--- src/sv/sfl_pkg.sv ---
// package: constants, types and sine table function for the flanger
`timescale 1ns / 1ps
package sfl_pkg;

    localparam int          BUFFER_DEPTH_DEF       = 1024;
    localparam int          SINE_TABLE_ENTRIES_DEF = 256;
    localparam logic [23:0] QUARTER_TURN           = 24'd4194304;
    localparam longint unsigned HALF_PI_Q30        = 64'd1686629713;
    localparam int          FB_LIMIT               = 31130;
    localparam int          LEVEL_MAX              = 32768;

    // register indexes on the config port
    localparam logic [2:0] REG_EFFECT_LEVEL    = 3'd0;
    localparam logic [2:0] REG_MANUAL_DELAY    = 3'd1;
    localparam logic [2:0] REG_DEPTH_SAMPLES   = 3'd2;
    localparam logic [2:0] REG_FEEDBACK_GAIN   = 3'd3;
    localparam logic [2:0] REG_PHASE_INCREMENT = 3'd4;

    typedef struct packed {
        logic [16:0]        level;     // clamped to 32768
        logic [17:0]        manual;
        logic [17:0]        depth;
        logic signed [15:0] fb;        // clamped to +-0.95
        logic [13:0]        inc;
    } sfl_cfg_t;

    typedef struct packed {
        logic clear;
        logic capture;
        logic phase;
        logic sine;
        logic depth;
        logic addr;
        logic rd0;
        logic rd1;
        logic interp;
        logic del;
        logic mix;
        logic write;
    } sfl_cmd_t;

    typedef struct packed {
        logic clear_done;
    } sfl_stat_t;

    // one quarter-wave entry from its angle x (Q30 radians), Taylor series
    function automatic logic [14:0] sine_entry(input longint unsigned x);
        longint unsigned x2;
        longint unsigned term;
        longint          sum;
        x2   = (x * x) >> 30;
        term = x;
        sum  = longint'(x);
        term = ((term * x2) >> 30) / 6;   sum = sum - longint'(term);
        term = ((term * x2) >> 30) / 20;  sum = sum + longint'(term);
        term = ((term * x2) >> 30) / 42;  sum = sum - longint'(term);
        term = ((term * x2) >> 30) / 72;  sum = sum + longint'(term);
        term = ((term * x2) >> 30) / 110; sum = sum - longint'(term);
        term = ((term * x2) >> 30) / 156; sum = sum + longint'(term);
        term = ((term * x2) >> 30) / 210; sum = sum - longint'(term);
        term = ((term * x2) >> 30) / 272; sum = sum + longint'(term);
        if (sum < 0)
        begin
            sum = 0;
        end
        sum = (sum * 32767 + (longint'(1) << 29)) >>> 30;
        if (sum > 32767)
        begin
            sum = 32767;
        end
        return 15'(sum);
    endfunction

endpackage

--- src/sv/sfl_ctrl.sv ---
// sequencer that steps one frame through the channel datapaths
`timescale 1ns / 1ps
module sfl_ctrl (
    input  logic                clk,
    input  logic                rst_n,
    input  logic                in_valid,
    output logic                in_ready,
    output logic                out_valid,
    input  logic                out_ready,
    input  sfl_pkg::sfl_stat_t  stat,
    output sfl_pkg::sfl_cmd_t   cmd
);
    import sfl_pkg::*;

    typedef enum logic [11:0] {
        ST_CLEAR  = 12'b000000000001,
        ST_IDLE   = 12'b000000000010,
        ST_PHASE  = 12'b000000000100,
        ST_SINE   = 12'b000000001000,
        ST_DEPTH  = 12'b000000010000,
        ST_ADDR   = 12'b000000100000,
        ST_RD0    = 12'b000001000000,
        ST_RD1    = 12'b000010000000,
        ST_INTERP = 12'b000100000000,
        ST_DEL    = 12'b001000000000,
        ST_MIX    = 12'b010000000000,
        ST_WRITE  = 12'b100000000000
    } state_t;

    state_t state_reg, state_next;
    logic   out_valid_reg, out_valid_next;
    logic   out_free;

    assign out_free  = !out_valid_reg || out_ready;
    assign in_ready  = (state_reg == ST_IDLE);
    assign out_valid = out_valid_reg;

    always_comb
    begin
        state_next = state_reg;
        cmd        = '0;
        unique case (state_reg)
            ST_CLEAR:
            begin
                cmd.clear = 1'b1;
                if (stat.clear_done)
                    state_next = ST_IDLE;
            end
            ST_IDLE:
            begin
                if (in_valid)
                begin
                    cmd.capture = 1'b1;
                    state_next  = ST_PHASE;
                end
            end
            ST_PHASE:  begin cmd.phase  = 1'b1; state_next = ST_SINE;   end
            ST_SINE:   begin cmd.sine   = 1'b1; state_next = ST_DEPTH;  end
            ST_DEPTH:  begin cmd.depth  = 1'b1; state_next = ST_ADDR;   end
            ST_ADDR:   begin cmd.addr   = 1'b1; state_next = ST_RD0;    end
            ST_RD0:    begin cmd.rd0    = 1'b1; state_next = ST_RD1;    end
            ST_RD1:    begin cmd.rd1    = 1'b1; state_next = ST_INTERP; end
            ST_INTERP: begin cmd.interp = 1'b1; state_next = ST_DEL;    end
            ST_DEL:    begin cmd.del    = 1'b1; state_next = ST_MIX;    end
            ST_MIX:    begin cmd.mix    = 1'b1; state_next = ST_WRITE;  end
            ST_WRITE:
            begin
                // hold until the output register can take the frame
                if (out_free)
                begin
                    cmd.write  = 1'b1;
                    state_next = ST_IDLE;
                end
            end
            default: state_next = ST_IDLE;
        endcase
    end

    always_comb
    begin
        out_valid_next = out_valid_reg;
        if (out_ready)
            out_valid_next = 1'b0;
        if (cmd.write)
            out_valid_next = 1'b1;
    end

    always_ff @(posedge clk or negedge rst_n)
    begin
        if (!rst_n)
        begin
            state_reg     <= ST_CLEAR;
            out_valid_reg <= 1'b0;
        end
        else
        begin
            state_reg     <= state_next;
            out_valid_reg <= out_valid_next;
        end
    end
endmodule

--- config.mk ---
export PLATFORM = sky130hd
export DESIGN_NAME = sfl_ctrl
export DESIGN_NICKNAME = d
export VERILOG_FILES = /design/src/sv/sfl_pkg.sv /design/src/sv/sfl_ctrl.sv
export SDC_FILE = /design/constraint.sdc
export NUM_CORES = 1
export LEC_CHECK = 0
export ABC_CLOCK_PERIOD_IN_PS = 4040
export BUFFER_PORTS_ARGS = -buffer_cell sky130_fd_sc_hd__buf_2
export CORE_UTILIZATION = 50
export CTS_CLUSTER_DIAMETER = 80
export DETAILED_ROUTE_END_ITERATION = 6
export MAX_ROUTING_LAYER = met4
export PLACE_DENSITY = 0.79
export SLEW_MARGIN = 20
export SYNTH_ARGS = -nofsm -noshare
export SYNTH_HDL_FRONTEND = slang
export SYNTH_SLANG_ARGS = --single-unit
--- constraint.sdc ---
create_clock -name clk -period 4.04 [get_ports clk]
set_input_delay 0.202 -clock clk [delete_from_list [all_inputs] [get_ports clk]]
set_output_delay 0.202 -clock clk [all_outputs]
set_load 0.005 [all_outputs]
# Yosys cells after proc, flatten, opt, wreduce, memory -nomap -nowiden
# Index checks and enable logic that the tools add are counted.
# totals
regBits	13
inputBits	5
out_inout_bits	14
# classes
eq_ne	15
mux	20
n_reduce_logical	4
# ops
cell	count
case mux 12 bit (12 select lines)	1
two-way mux 12 bit	3
two-way mux 1 bit	16
== test 12 x 1 -> 1 bit, second input constant	1
== test 12 x 10 -> 1 bit, second input constant	1
== test 12 x 11 -> 1 bit, second input constant	1
== test 12 bit, second input constant	1
== test 12 x 2 -> 1 bit, second input constant	1
== test 12 x 3 -> 1 bit, second input constant	1
== test 12 x 4 -> 1 bit, second input constant	1
== test 12 x 5 -> 1 bit, second input constant	1
== test 12 x 6 -> 1 bit, second input constant	1
== test 12 x 7 -> 1 bit, second input constant	1
== test 12 x 8 -> 1 bit, second input constant	1
== test 12 x 9 -> 1 bit, second input constant	1
inequality test 2 bit, second input constant	3
AND reduction 3 bit	1
nonzero test 2 bit	1
zero test 1 bit	1
logical OR 1 bit	1

# Longest topological paths before layout
# Gate-level depths: netlist of run 1.
# depth
ltp_word	5
depth_mapped	6
mapped_depth_nobuf	4

# Least setup slack after synthesis of run 1
# OpenSTA, ideal clock, no wires.
# synth_path
path_type	flip-flop to output port
start	register state_reg[1]
end	output port cmd[0] (netlist name)
arrival_ns	1.556
path_slack_ns	2.282
stages_incl_launch_ff	6
path_cell_list	dfrtp_1 -> nor4_4 -> nand3_2 -> or3b_1 -> a21oi_2 -> buf_4
# synth_lines
item	line_no	rtl
start: declaration	sfl_ctrl.sv:30	state_t state_reg, state_next;
start signal: assignment	sfl_ctrl.sv:97	state_reg <= state_next;
end: declaration	sfl_ctrl.sv:11	output sfl_pkg::sfl_cmd_t cmd

==> metrics, run 1 <==
root buffer cell clkbuf_4; core area 0.00152 sq mm; Hold WS 0.0493 ns; P&R area growth vs syn 14.7%; Sw Ratio 36.7%; Yosys warnings 0; Synth Instances 81; setup violators final 0; FP Rows 14; setup bufs post-CTS 0; Worst Hold Class in2reg; max FFs per register 12; cts bufs inserted 3; Clock Sink Count 13; 1st-pass router iterations 5; worst path required time 3.84 ns; post-synthesis sequential area ratio 40.0%; first-pass GRT wire length 2500 um; Detail Route Antenna Nets 0; # DRC 0; drt wl/cell 12.7 um; Net Sw Power 153 uW; final instance area 937 sq um; CP startpoint state_reg[1]; fin. max-slew vios 0; post-synthesis adder-cell area fraction 0%; XOR/XNOR share of the synthesized area 1.07%; outcome finished, final reports clean; dpl cell area 901 sq um; Synth top area share 36.8%; worst skew pair latency 0.28 ns; Setup TNS 0 ns; critical path class reg2out; peak supply drop 0.312 mV; largest net degree at the start of global routing 14; largest area contributor in the netlist dfrtp_1; R2R Path Start state_reg[1]; Util after Layout 61.5%; total gr overflow 0; multiplexer share of the synthesized area 0%; RSZ-0062 raised after global routing no; critical path peak fanout 8; Layout Skew 0.00632 ns; P_leak 0.000458 uW; share of cells above drive strength 1 35.4%; max-cap violation count 0; vias per inst 5.85; fmax 460 MHz; Compound-Gate Fraction of Synth Area 8.88%; initial core utilization 53.6%; # hold bufs at CTS 1; Synth area leaders dfrtp_1, nor4_4, nor3b_1; syn avg cell area 10.1 sq um; crit-path max cell delay 0.46 ns; Worst Tran Pin Value 0.463 ns; # resized after CTS 0; Seq pwr share 41.8%; HPWL Detailed 1080 um; Hold Startpoint stat; syn_nets 86; vias in the first global route 592; initial DRC count 11; main flop type after synthesis dfrtp_1; Tcrit/Tclk final 53.8%; CP startpoint kind register; DP Worst Slack 2.16 ns; Final Critical Period 2.17 ns; EDFF count, synth 0; post-synthesis async set-or-reset flop share 100%; CP bufs+invs 1; Mapped Area 817 sq um; register clock-pin slew on the reported worst setup and hold paths 0.07 ns; library cells used by synthesis 34; CP top delay family simple AND/OR/NAND/NOR gates; final worst-path setup slack 1.87 ns; CTS tree built; ANT cells 0; Max Root-Sink Buffers 2; cells along the critical path nor4_4 -> nand3_2 -> or3b_1 -> a21oi_2 -> buf_2; Critical Path End Type primary output; CTS H-tree depth 1; Simple-Gate Fraction of Synth Area 45.0%; internal power 265 uW; FF+latch count, synth 13; Clk pwr share 19.2%; DR vias 673; Top Ports 19; pwr/cell area 446 mW/mm^2; chip height 42.4 um; slowest CP cell nor4_4; Max-slew headroom 68.7%; nets 105; total global-route track usage 19.2%; main combinational cell family by area after synthesis simple AND/OR/NAND/NOR gates; RD Place Congestion 0.853; IO Port Bufs 18; initial antenna violation count 0; die width 42.4 um; Logic pwr share 38.9%; final hold violations 0; final wirelength 1460 um; total die area 0.00180 sq mm; critical path arrival 1.97 ns
[power by group through the flow]
stage	Clock, uW	Sequential, uW	Combinational, uW
after global placement	0	175	160
final	80.4	175	163
after detailed placement	0	177	163
after floorplan	0	157	144
after CTS	82.6	175	164
after global routing	89.4	180	181
[area by class of cell]
type                    count  area (sq um)
repair buffers             19           100
inverters                   4          15.0
well taps                  16          20.0
multi-input cells          59           449
flip-flops and latches     13           327
fillers                   125           587
clock buffers               4          26.3
[per-stage QoR]
step | std cells | power, uW
final | 115 | 418
after global routing | 115 | 449
after CTS | 115 | 421
after detailed placement | 110 | 340
after global placement | 110 | 335
after floorplan | 81 | 302
[layer usage]
layer  GRT usage, %  vias to the layer above  wire length, um
met5              -                        -                0
met4           5.00                        0               10
met3           8.19                        3               88
met2           30.2                       17              688
met1           22.6                      323              669
li1               -                      330                -
[placed cells by master (no fill, tap or decap), types with 2 or more instances in the layout]
cell type	count
nor2b_1	2
buf_2	18
dfrtp_1	12
and3_2	4
and4b_1	2
inv_1	4
and2_1	3
clkbuf_4	3
o21ai_0	2
and4b_2	2
nor3b_1	8
nand2_1	3
nor4_4	3
nor2_1	10
nor4b_1	2
nand3_1	2
[worst paths after layout]
| kind | to | slack [ns] | cells past startpoint |
|---|---|---|---|
| setup / recovery | cmd[0] | 1.87 | 5 |
| setup reg to reg | out_valid | 2.41 | 4 |
| hold reg to reg | out_valid | 0.58 | 2 |
| hold / removal | state_reg[0] | 0.05 | 2 |
| max in group asynchronous | state_reg[0] | 3.42 | 2 |
| min in group asynchronous | state_reg[8] | 0.33 | 2 |
[synth_stat cells (all sizes together) (2+ instances only)]
master / number
a21oi: 2
nor4b: 2
or3b: 2
clkbuf: 2
and4b: 4
buf: 3
nand2: 3
nor2: 10
nand3: 3
inv: 4
nor2b: 2
dfrtp: 12
nor4: 3
nor3b: 8
and2: 3
o21ai: 2
and3: 4
[logic make-up (layout without fill, tap and decap cells)]
group	Yosys count	count (layout)
AOI/OAI and AO/OA	10	10
xor gates and xnor gates	1	1
buffers and inverters	9	27
DFF	13	13
and+or+nand+nor	48	48
No activity file was read; power rests on OpenSTA's default activity.
==> inputs of run 2 (changes only) <==
Settings changed: ABC_AREA set to 1, ABC_CLOCK_PERIOD_IN_PS 4040 to 1850, CORE_UTILIZATION 50 to 47, PLACE_DENSITY 0.79 to 0.77.
Clock period 4.04 ns to 1.85 ns, I/O delays scaled along.
==> run 2 against run 1 <==
Non-clock buffer count rose by 1. Combinational power increased to 3.5 times the previous value. Wire length is 15% higher. Register-to-register slack worse by 1.9 ns. Synthesized cell count is 35% higher. Sequential power grew 100%. Global-route usage rose by 0.11 points. Sequential share of layout area is 3.4 points lower. Sequential cell count did not move. Critical path type unchanged. Critical endpoint is now cmd[6].
==> metrics, run 2 <==
outcome finished, final reports clean; # DRC 0; Yosys warnings 0; commonest non-fill, non-tap cell in the layout inv_1; pwr/cell area 1060 mW/mm^2; Worst Hold Class in2reg; Detail Route Antenna Nets 0; Final Critical Period 1.52 ns; vias in the first global route 637; critical path arrival 1.43 ns; R2R Path Start state_reg[7]; Synth top area share 34.1%; Layout Skew 0.00142 ns; DR vias 720; Worst Hold Depth 3; reg2reg end state_reg[1]; Synth Instances 109; cells along the critical path nor2_4 -> nand4_2 -> nor3_1 -> buf_2; main flop type after synthesis dfrtp_1; Max-slew headroom 78.8%; P_leak 0.000660 uW; setup violators final 0; root buffer cell clkbuf_4; # resized after CTS 0; critical path class reg2out; crit-path max cell delay 0.41 ns; Inst Count DP 151; worst path required time 1.76 ns; CTS tree built; count leader, synth inv_1; syn avg cell area 8.07 sq um; initial core utilization 50.4%; drt wl/cell 10.6 um; first-pass GRT wire length 2570 um; Setup TNS 0 ns; worst skew pair latency 0.28 ns; total gr overflow 0; initial antenna violation count 0; most frequent cells in the layout inv_1, buf_2, nand2_1, nor2_1, dfrtp_1; 1st-pass router iterations 3; largest area contributor in the netlist dfrtp_1; final hold violations 0; fmax 657 MHz; slowest CP cell dfrtp_1; Mapped Area 880 sq um; EDFF count, synth 0; RSZ-0062 raised after global routing no; IO Port Bufs 18; post-synthesis async set-or-reset flop share 100%; max FFs per register 12; share of cells above drive strength 1 37.9%; chip height 45.3 um; Synth area leaders dfrtp_1, inv_1, nor2_4; RD Place Congestion 0.777; vias per inst 4.59; R2R depth 8; Cell Count, Final, Fillers Out 157; FF-to-FF setup slack 0.54 ns; peak supply drop 0.611 mV; Hold WS 0.0366 ns; critical path peak fanout 7; max-cap violation count 0; initial DRC count 10; Hold Startpoint stat; cts bufs inserted 3; library cells used by synthesis 22; syn_nets 114; core area 0.00175 sq mm; Max Root-Sink Buffers 2; largest net degree at the start of global routing 14; Top Ports 19; ANT cells 0; total global-route track usage 19.3%; fin. max-slew vios 0; HPWL Detailed 1300 um; Critical Path End Type primary output; FP Rows 15; register clock-pin slew on the reported worst setup and hold paths 0.08 ns; post-synthesis sequential area ratio 37.1%; Clock Sink Count 13; FF+latch count, synth 13; Worst Tran Pin Value 0.318 ns; CTS H-tree depth 1; Hold EP state_reg[0]; CP startpoint kind register; setup bufs post-CTS 0; top cells by count, synth inv_1, nand2_1, nor2_1; die width 45.3 um; # hold bufs at CTS 2; nets 138; Util after Layout 59.6%; P&R area growth vs syn 18.2%; final wirelength 1670 um; total die area 0.00205 sq mm; Tcrit/Tclk final 82.2%
[run 2: changes by cell type after synthesis, moves of 4 or more]
cell	change
nor2_4	+7
nor3_1	+8
and3_2	-4
nor2_1	+5
nand2_4	+4
nor3b_1	-8
inv_1	+21
nand2_1	+12
[run 2: layer usage]
metal	GRT usage (%)	up-vias	share of wire, %
met2	29.9	15	48
met1	21.1	332	46
met5	-	-	0
met3	4.80	5	2.7
met4	14.5	0	3.2
li1	-	368	-
[run 2: worst max path at each step]
stage | end | slack, ns | from
after floorplan | state_reg[1] | 0.66 | state_reg[5]
after global placement | state_reg[1] | 0.58 | state_reg[10]
after detailed placement | state_reg[1] | 0.54 | state_reg[7]
after CTS | cmd[6] | 0.31 | state_reg[1]
after global routing | cmd[0] | 0.21 | state_reg[9]
final | cmd[6] | 0.33 | state_reg[1]
[run 2: cell type report]
cell class                      instances  area, sq um
Inverter                               27          101
Tap cell                               25         31.3
Multi-Input combinational cell         68          444
Fill cell                             167          706
Timing Repair Buffer                   20          110
Clock buffer                            4         26.3
Sequential cell                        13          327
[run 2: cell families (layout without fill, tap and decap cells)]
logic type | count (synthesis) | in the layout | share of synthesized area (%)
simple gates | 64 | 64 | 47.4
compound gates | 4 | 4 | 3.13
flops | 13 | 13 | 37.1
buf+inv | 28 | 51 | 12.4
[run 2: power by group]
| group | internal [uW] | switching, uW | total [uW] |
|---|---|---|---|
| Combinational | 212 | 353 | 565 |
| Clock | 83.9 | 99.6 | 183 |
| Sequential | 318 | 36.9 | 355 |
| Total | 614 | 489 | 1100 |
[run 2: through the flow]
step | power [uW] | instance area [sq um] | setup slack [ns]
3_3_place_gp | 898 | 993 | 0.579
4_1_cts | 1120 | 1040 | 0.311
6_report | 1100 | 1040 | 0.328
2_1_floorplan | 805 | 880 | 0.657
3_5_place_dp | 923 | 993 | 0.537
5_1_grt | 1170 | 1040 | 0.207
[run 2: worst max-delay path: cells and delay by family, from the launching register on]
kind | cells | cell delay [ns]
and+or+nand+nor | 3 | 0.60
DFF | 1 | 0.41
buffers and inverters | 1 | 0.14
