**src/sv/sfl_pkg.sv**
```systemverilog
// package: constants, types and sine table function for the flanger
`timescale 1ns / 1ps
package sfl_pkg;

    localparam int          BUFFER_DEPTH_DEF       = 1024;
    localparam int          SINE_TABLE_ENTRIES_DEF = 256;
    localparam logic [23:0] QUARTER_TURN           = 24'd4194304;
    localparam longint unsigned HALF_PI_Q30        = 64'd1686629713;
    localparam int          FB_LIMIT               = 31130;
    localparam int          LEVEL_MAX              = 32768;

    // register indexes on the config port
    localparam logic [2:0] REG_EFFECT_LEVEL    = 3'd0;
    localparam logic [2:0] REG_MANUAL_DELAY    = 3'd1;
    localparam logic [2:0] REG_DEPTH_SAMPLES   = 3'd2;
    localparam logic [2:0] REG_FEEDBACK_GAIN   = 3'd3;
    localparam logic [2:0] REG_PHASE_INCREMENT = 3'd4;

    typedef struct packed {
        logic [16:0]        level;     // clamped to 32768
        logic [17:0]        manual;
        logic [17:0]        depth;
        logic signed [15:0] fb;        // clamped to +-0.95
        logic [13:0]        inc;
    } sfl_cfg_t;

    typedef struct packed {
        logic clear;
        logic capture;
        logic phase;
        logic sine;
        logic depth;
        logic addr;
        logic rd0;
        logic rd1;
        logic interp;
        logic del;
        logic mix;
        logic write;
    } sfl_cmd_t;

    typedef struct packed {
        logic clear_done;
    } sfl_stat_t;

    // one quarter-wave entry from its angle x (Q30 radians), Taylor series
    function automatic logic [14:0] sine_entry(input longint unsigned x);
        longint unsigned x2;
        longint unsigned term;
        longint          sum;
        x2   = (x * x) >> 30;
        term = x;
        sum  = longint'(x);
        term = ((term * x2) >> 30) / 6;   sum = sum - longint'(term);
        term = ((term * x2) >> 30) / 20;  sum = sum + longint'(term);
        term = ((term * x2) >> 30) / 42;  sum = sum - longint'(term);
        term = ((term * x2) >> 30) / 72;  sum = sum + longint'(term);
        term = ((term * x2) >> 30) / 110; sum = sum - longint'(term);
        term = ((term * x2) >> 30) / 156; sum = sum + longint'(term);
        term = ((term * x2) >> 30) / 210; sum = sum - longint'(term);
        term = ((term * x2) >> 30) / 272; sum = sum + longint'(term);
        if (sum < 0)
        begin
            sum = 0;
        end
        sum = (sum * 32767 + (longint'(1) << 29)) >>> 30;
        if (sum > 32767)
        begin
            sum = 32767;
        end
        return 15'(sum);
    endfunction

endpackage

```
**src/sv/sfl_cfg.sv**
```systemverilog
// apb register file for the flanger settings
`timescale 1ns / 1ps
module sfl_cfg (
    input  logic            clk,
    input  logic            rst_n,
    input  logic            psel,
    input  logic            penable,
    input  logic            pwrite,
    input  logic [4:0]      paddr,
    input  logic [31:0]     pwdata,
    output logic [31:0]     prdata,
    output logic            pready,
    output sfl_pkg::sfl_cfg_t cfg
);
    import sfl_pkg::*;

    logic [15:0] effect_level_reg;
    logic [17:0] manual_delay_reg;
    logic [17:0] depth_samples_reg;
    logic [15:0] feedback_gain_reg;
    logic [13:0] phase_increment_reg;
    logic        wr_en;

    assign pready = 1'b1;
    assign wr_en  = psel & penable & pwrite;

    always_ff @(posedge clk or negedge rst_n)
    begin
        if (!rst_n)
        begin
            effect_level_reg    <= 16'd14746;
            manual_delay_reg    <= 18'd22579;
            depth_samples_reg   <= 18'd22579;
            feedback_gain_reg   <= 16'd11469;
            phase_increment_reg <= 14'd160;
        end
        else if (wr_en)
        begin
            unique case (paddr[4:2])
                REG_EFFECT_LEVEL:    effect_level_reg    <= pwdata[15:0];
                REG_MANUAL_DELAY:    manual_delay_reg    <= pwdata[17:0];
                REG_DEPTH_SAMPLES:   depth_samples_reg   <= pwdata[17:0];
                REG_FEEDBACK_GAIN:   feedback_gain_reg   <= pwdata[15:0];
                REG_PHASE_INCREMENT: phase_increment_reg <= pwdata[13:0];
                default: ;
            endcase
        end
    end

    always_comb
    begin
        unique case (paddr[4:2])
            REG_EFFECT_LEVEL:    prdata = {16'd0, effect_level_reg};
            REG_MANUAL_DELAY:    prdata = {14'd0, manual_delay_reg};
            REG_DEPTH_SAMPLES:   prdata = {14'd0, depth_samples_reg};
            REG_FEEDBACK_GAIN:   prdata = {16'd0, feedback_gain_reg};
            REG_PHASE_INCREMENT: prdata = {18'd0, phase_increment_reg};
            default:             prdata = 32'd0;
        endcase
    end

    // effective values seen by the datapath
    always_comb
    begin
        cfg.level  = (effect_level_reg > 16'(LEVEL_MAX)) ? 17'(LEVEL_MAX)
                                                          : {1'b0, effect_level_reg};
        cfg.manual = manual_delay_reg;
        cfg.depth  = depth_samples_reg;
        cfg.inc    = phase_increment_reg;
        priority if ($signed(feedback_gain_reg) > 16'sd31130)
            cfg.fb = 16'(FB_LIMIT);
        else if ($signed(feedback_gain_reg) < -16'sd31130)
            cfg.fb = -16'(FB_LIMIT);
        else
            cfg.fb = $signed(feedback_gain_reg);
    end
endmodule

```
**config.mk**
```make
export PLATFORM = sky130hd
export DESIGN_NAME = sfl_cfg
export DESIGN_NICKNAME = d
export VERILOG_FILES = /design/src/sv/sfl_pkg.sv /design/src/sv/sfl_cfg.sv
export SDC_FILE = /design/constraint.sdc
export NUM_CORES = 1
export LEC_CHECK = 0
export ABC_AREA = 1
export BUFFER_PORTS_ARGS = -buffer_cell sky130_fd_sc_hd__clkbuf_2
export CORE_MARGIN = 8
export CORE_UTILIZATION = 29
export DETAILED_ROUTE_END_ITERATION = 16
export PLACE_DENSITY = 0.58
export SLEW_MARGIN = 20
export SYNTH_ARGS = -nofsm -noshare
export SYNTH_HDL_FRONTEND = slang
export SYNTH_SLANG_ARGS = --single-unit
```
**constraint.sdc**
```tcl
create_clock -name clk -period 2.8 [get_ports clk]
set_clock_uncertainty 0.1 [all_clocks]
set_input_delay 0.42 -clock clk [delete_from_list [all_inputs] [get_ports clk]]
set_output_delay 0.42 -clock clk [all_outputs]
set_load 0.02 [all_outputs]
```
======== Yosys cells after proc, flatten, opt, wreduce, memory -nomap -nowiden ========
Index checks and enable logic that the tools add are counted.
storage, ports and cells
  flip-flop bits (word level) ............. 82
  input bits .............................. 42
  output and inout port bits .............. 116
  word-level logic and storage cells ...... 24
cells by class
  magnitude comparators ................... 3
  eq/ne operators ......................... 4
  muxes and demuxes ....................... 4
  bitwise logic cells ..................... 2
  reduce and logical (&&, ||, !) cells .... 6
operators by type and width
  cell                    number
  $pmux W18 S5            1
  $mux W16                3
  $gt A16 B16 Y1 const B  2
  $lt A16 B16 Y1 const B  1
  $reduce_and A2 Y1       5
  $eq A3 B2 Y1 const B    2
  $eq A3 B1 Y1 const B    1
  $eq A3 B3 Y1 const B    1
  $logic_not A3 Y1        1
  $and A1 B1 Y1           2

======== Logic depth before layout (Yosys ltp) ========
Gate-level depths: netlist (run 1).
  depth in word-level cells ............... 3
  depth in mapped cells ................... 11
  gate-level depth less buffers ........... 11

======== Worst setup path after synthesis (run 1) ========
No wires, ideal clock.
  path type ............................... reg2out
  start point ............................. register feedback_gain_reg[10]
  end point ............................... output port cfg[14] (netlist bit)
  arrival ................................. 1.797 ns
  data required time ...................... 2.280 ns
  setup slack ............................. 0.483 ns
  cell stages (with the launch flop) ...... 10
  path buffers ............................ 0
  cells stage by stage .................... dfstp_2 -> nand3_1 -> nor3_1 -> nand3_1 -> nand2_1 -> inv_1 -> ha_1 -> clkinv_1 -> nand2_1 -> a21oi_1
RTL lines
  what                      line           text
  start: declaration        sfl_cfg.sv:20  logic [15:0] feedback_gain_reg;
  start signal: assignment  sfl_cfg.sv:43  REG_FEEDBACK_GAIN: feedback_gain_reg <= pwdata[15:0];
  end: declaration          sfl_cfg.sv:13  output sfl_pkg::sfl_cfg_t cfg

==> metrics.txt, run 1 <==
status finished clean; nets about 700; Synth async-reset ratio 1.00; H-tree levels 3; Hold Crit Class input port to flip-flop; clock root cell clkbuf_16; Setup Viol. Count Final 0; Crit-path slowest cell dfstp_2; top-count cell post-synth nand2_1; crit-path max FO 7; NetSw 0.00158 W; iteration count of the initial detailed-routing pass 4; initial antenna violation count 0; synth unique cells 27; DP Wirelength 10700 microns; global-route wire length before repair approximately 22000 microns; Via density 4.58; crit-path max cell delay 570 ps; final hold vios 0; Logic pwr share 0.295; CP Cell Sequence inv_1 -> nand3_1 -> nand3_1 -> nand2_1 -> nand3_1 -> nand2_1 -> inv_1 -> ha_4 -> nor2_1 -> a21oi_1 -> clkbuf_2; vias 3883; cell area after layout roughly 0.0053 sq mm; Worst setup SP type flip-flop; die width 137 microns; clock slew at reported path FFs about 60 ps; clock latency at the later pin of the worst-skew pair 330 ps; Main synth FF type dfrtp_1; Core ar. 0.0144 sq mm; Yosys top cell by area dfrtp_1; Initial Util 0.294; n_diodes 0; largest cells by area after synthesis dfrtp_1 (30%), dfstp_2 (20%), nand2_1 (15%); P_int roughly 0.0029 W; postcts setup bufs 0; Area Growth Syn to Fin 25.5%; post-synthesis average cell area 7.82 sq um; Num CTS Buffers 9; total track usage 0.151; Critical Path RT around 2300 ps; largest net degree at the start of global routing between 40 and 50; Synth top area share 0.296; max-slew violations 0; routed wire length 14000 microns; kind of critical path flip-flop to primary output; max_cap viols 0; GRT Residual Overflow 0; DRC viols 0; Seq/Total Area, Yosys 0.495; RSZ-0062 raised after global routing false; Ys Warns 0; vias in the first global route 3660; I/O Pins about 160; Slew @ Worst Pin between 600 and 700 ps; CTS tree built; clock buffer depth 2; DR WL/cell 16.5 microns; fin util 0.369; Clk pwr share 0.328; Die Ht 137 microns; CP Capture Type primary output; Post-Synthesis Cells between 500 and 600; PD cells 839 mW/mm^2; Slew HR 0.581; DP Area 0.00491 sq mm; post-route ant nets 0; CTS sink cnt 82; setup_tns 0 ps; crit-path most repeated cell nand3_1; Pleak 2.72 nW; Post-Syn Area 0.00422 sq mm; placed cell count 830; Iter 0 DRT Violations ~300; sw frac 0.355; Worst EP arrival 2090 ps; share of cells above drive strength 1 0.293; Tcrit/Tclk final 0.932; Port Buffers ~130; Die ar. 0.0187 sq mm; Final min period 2610 ps; Finished Layout Cells 847; gpl congestion ~0.84; Site Rows 44; synth cell count leaders nand2_1 (172), o21ai_1 (82), dfrtp_1 (50); Sequential Power Share 0.377; worst hold slack 221 ps; Yosys reg bits 82; number of synthesized flops with an enable pin 0; VDD IR max 296 uV; highest achievable clock rate 0.383 GHz
[worst paths after layout]
path                       slack, ps                              from                                 to  cells after the start
setup / recovery                 190  feedback_gain_reg[3]$_DFFE_PN1P_                            cfg[20]                     11
hold / removal                   220                        pwdata[16]  depth_samples_reg[16]$_DFFE_PN0P_                      3
setup reg to reg                1740  effect_level_reg[15]$_DFFE_PN0P_   effect_level_reg[15]$_DFFE_PN0P_                      2
hold reg to reg                  370  effect_level_reg[11]$_DFFE_PN1P_   effect_level_reg[11]$_DFFE_PN1P_                      2
max in group asynchronous       1360                             rst_n    manual_delay_reg[1]$_DFFE_PN1P_                      3
min in group asynchronous        520                             rst_n    effect_level_reg[5]$_DFFE_PN0P_                      2
[layer usage]
metal / GRT usage / up-vias / wire (microns)
met5: 0 / - / 0
met2: 0.225 / 140 / 6230
met1: 0.206 / 1781 / 6470
met3: 0.0367 / 12 / 1070
met4: 0.0561 / 0 / 202
li1: - / 1950 / -
[placed cells by master, fill, tap and decap left out]
cell	netlist	routed
ha_4	0	1
o21ai_0	24	24
a22oi_1	3	3
nand3_1	7	7
nor3_1	2	2
and3_1	1	1
inv_2	4	4
inv_4	0	1
bufinv_16	0	4
clkinv_2	0	1
nand2_2	5	5
clkbuf_8	0	1
inv_1	49	49
o21ai_1	82	82
a22o_1	2	2
nand2_1	172	172
dlygate4sd3_1	0	1
clkbuf_1	4	1
nor2_1	23	23
clkbuf_16	0	9
nand2_4	2	2
dfrtp_1	50	50
o2111ai_1	2	2
buf_2	12	1
conb_1	2	16
clkbuf_2	0	123
a21oi_1	25	25
nand4_1	9	9
nor2_4	2	2
nand3_2	1	1
buf_4	17	7
dfstp_2	32	32
[cell type report]
type / instances / area [sq um]
multi-input cells: 379 / 1720
flip-flops and latches: 82 / 2090
clock buffers: 11 / 243
clock inverters: 5 / 125
well taps: 184 / 230
repair buffers: 132 / 683
fillers: 1526 / 9070
inverters: 54 / 205
[logic make-up after synthesis]
group,synth area share
buffers and inverters,0.112
AND/OR/NAND/NOR,0.219
flip-flops,0.495
other,0.00178
adder cells (fa/ha/maj),0.00296
AO/OA/AOI/OAI,0.169
[through the flow]
stage / power (W) / setup slack, ps
after detailed placement: 0.00301 / 287
after global placement: 0.00300 / 279
after global routing: 0.00469 / 19.9
after CTS: 0.00449 / 9.03
after floorplan: 0.00249 / 483
final: 0.00445 / 189
[power groups by stage]
stage / Clock [W] / Combinational, W / Sequential, W
floorplan: 0 / 0.000685 / 0.00181
global placement: 0 / 0.00131 / 0.00169
detailed placement: 0 / 0.00132 / 0.00169
CTS: 0.00149 / 0.00132 / 0.00168
global route: 0.00153 / 0.00145 / 0.00171
finish: 0.00146 / 0.00131 / 0.00168
[critical path: cells and delay by family (launching register included)]
kind	cells	cell delay, ps
DFF	1	570
buffers and inverters	3	320
AOI/OAI and AO/OA	1	140
and+or+nand+nor	6	410
adders and majority gates	1	310
[timing repair]
item                       CTS  global route
hold buffers                 1             0
resized for setup            1             4
hold endpoints to repair    12             0
setup endpoints to repair    9            14
Note: power is estimated with default switching activity, not from simulation.
==> run 2: changes to the inputs <==
- MAX_ROUTING_LAYER: default -> met4
==> metrics.txt, run 2 (same netlist as run 1, synthesis figures left out) <==
Reg2Reg Depth 2 (unchanged); Slew @ Worst Pin 639 ps (was 627 ps); postcts setup bufs 0 (unchanged); FF-to-FF setup slack 1750 ps (was 1740 ps); hold_sp pwdata[16] (unchanged); largest net degree at the start of global routing 44 (unchanged); DRC viols 0 (unchanged); final hold vios 0 (unchanged); setup_tns 0 ps (unchanged); Setup Viol. Count Final 0 (unchanged); global-route wire length before repair 21400 microns (was 21500 microns); Hold Crit Class input port to flip-flop (unchanged); vias 3889 (was 3883); status finished clean (unchanged); CTS sink cnt 82 (unchanged); Critical Path RT 2280 ps (about the same); post-route ant nets 0 (unchanged); Pleak 2.72 nW (unchanged); highest achievable clock rate 0.384 GHz (was 0.383 GHz); clock latency at the later pin of the worst-skew pair 330 ps (about the same); DR WL/cell 16.5 microns (about the same); CP Capture Type primary output (unchanged); kind of critical path flip-flop to primary output (unchanged); commonest non-fill, non-tap cell in the layout nand2_1 (unchanged); die width 137 microns (unchanged); gpl congestion 0.853 (was 0.840); I/O Pins 158 (unchanged); Hold Crit Endpoint depth_samples_reg[16]$_DFFE_PN0P_ (unchanged); clock slew at reported path FFs 60 ps (about the same); Final min period 2600 ps (was 2610 ps); crit-path max FO 7 (unchanged); GRT Residual Overflow 0 (unchanged); Die Ht 137 microns (unchanged); CTS tree built (unchanged); share of cells above drive strength 1 0.293 (unchanged); max_cap viols 0 (unchanged); Port Buffers 125 (unchanged); H-tree levels 3 (unchanged); nets 701 (unchanged); VDD IR max 300 uV (was 296 uV); Via density 4.59 (was 4.58); commonest non-fill, non-tap cells in the layout nand2_1 (172), clkbuf_2 (123), o21ai_1 (82), dfrtp_1 (50), inv_1 (49) (unchanged); area of the multi-input gates 0.00172 sq mm (unchanged); FF/Latch Area 0.00209 sq mm (unchanged); iteration count of the initial detailed-routing pass 5 (was 4); Tcrit/Tclk final 0.930 (was 0.932); Iter 0 DRT Violations 239 (was 292); Worst setup SP type flip-flop (unchanged); clock root cell clkbuf_16 (unchanged); Num CTS Buffers 9 (unchanged); max-slew violations 0 (unchanged); vias in the first global route 3688 (was 3660); routed wire length 14000 microns (about the same); initial antenna violation count 0 (unchanged); reg2reg end effect_level_reg[15]$_DFFE_PN0P_ (unchanged); Critical R2R Launch effect_level_reg[15]$_DFFE_PN0P_ (unchanged); Power, Total 0.00446 W (was 0.00445 W); Filler Cell Count 1526 (unchanged); PD cells 840 mW/mm^2 (was 839 mW/mm^2); Slew HR 0.573 (was 0.581); Initial Util 0.294 (unchanged); Die ar. 0.0187 sq mm (unchanged); Core ar. 0.0144 sq mm (unchanged); n_diodes 0 (unchanged); DP Wirelength 10700 microns (unchanged); RSZ-0062 raised after global routing false (unchanged); Site Rows 44 (unchanged); Worst EP arrival 2080 ps (was 2090 ps); total track usage 0.155 (was 0.151); Area Growth Syn to Fin 25.5% (unchanged); WHS Path Cells 3 (unchanged); clock buffer depth 2 (unchanged)
## run 2: area by class of cell
type,count,share of cell area
clock buffer,11,0.0458
timing repair buffer,132,0.129
multi-input combinational,379,0.325
inverter,54,0.0387
clock inverter,5,0.0236
tap,184,0.0434
sequential,82,0.395
## run 2: repair_timing
item,CTS,global route
hold endpoints to repair,12,0
hold buffers,1,0
gates resized for setup,1,4
gates cloned,0,0
pin swaps,0,0
setup endpoints to repair,9,14
## run 2: worst max-delay path, cell delays in order, from the launching register on
cell	delay (ps)
dfstp_2	570
inv_1	60
nand3_1	90
nand3_1	70
nand2_1	70
nand3_1	60
nand2_1	70
inv_1	60
ha_4	310
nor2_1	50
a21oi_1	140
clkbuf_2	190
## run 2: metal layers
metal | GRT usage | vias to the layer above | part of all wire
met1 | 0.213 | 1781 | 0.48
met2 | 0.224 | 142 | 0.44
met3 | 0.0268 | 13 | 0.061
met4 | 0.0561 | 0 | 0.015
li1 | - | 1953 | -
met5 | - | - | 0
## run 2: worst max-delay path by stage
stage / slack, ps / to / startpoint
final: 200 / cfg[20] / feedback_gain_reg[3]$_DFFE_PN1P_
after global routing: 20 / cfg[14] / feedback_gain_reg[3]$_DFFE_PN1P_
after CTS: 9 / cfg[14] / feedback_gain_reg[3]$_DFFE_PN1P_
after detailed placement: 290 / cfg[26] / feedback_gain_reg[3]$_DFFE_PN1P_
after global placement: 280 / cfg[17] / feedback_gain_reg[3]$_DFFE_PN1P_
after floorplan: 480 / cfg[14] / feedback_gain_reg[10]$_DFFE_PN1P_
## run 2: through the flow
stage | worst slack, ps | instance area, sq um | utilization | std cells | hold slack [ps]
2_1_floorplan | 483 | 4280 | - | 554 | 24.4
6_report | 197 | 5300 | 0.369 | 847 | 222
4_1_cts | 9.03 | 5290 | 0.368 | 847 | 208
3_5_place_dp | 287 | 4910 | 0.342 | 830 | 355
3_3_place_gp | 279 | 4910 | 0.342 | 830 | 354
5_1_grt | 18.3 | 5300 | 0.369 | 847 | 236
## run 2: where the power goes
part / internal [W] / leakage [nW] / total, W / switching [W]
logic: 0.000416 / 1.56 / 0.00131 / 0.000899
registers: 0.00147 / 0.982 / 0.00168 / 0.000208
clock network: 0.000985 / 0.180 / 0.00146 / 0.000478
total: 0.00287 / 2.72 / 0.00446 / 0.00158
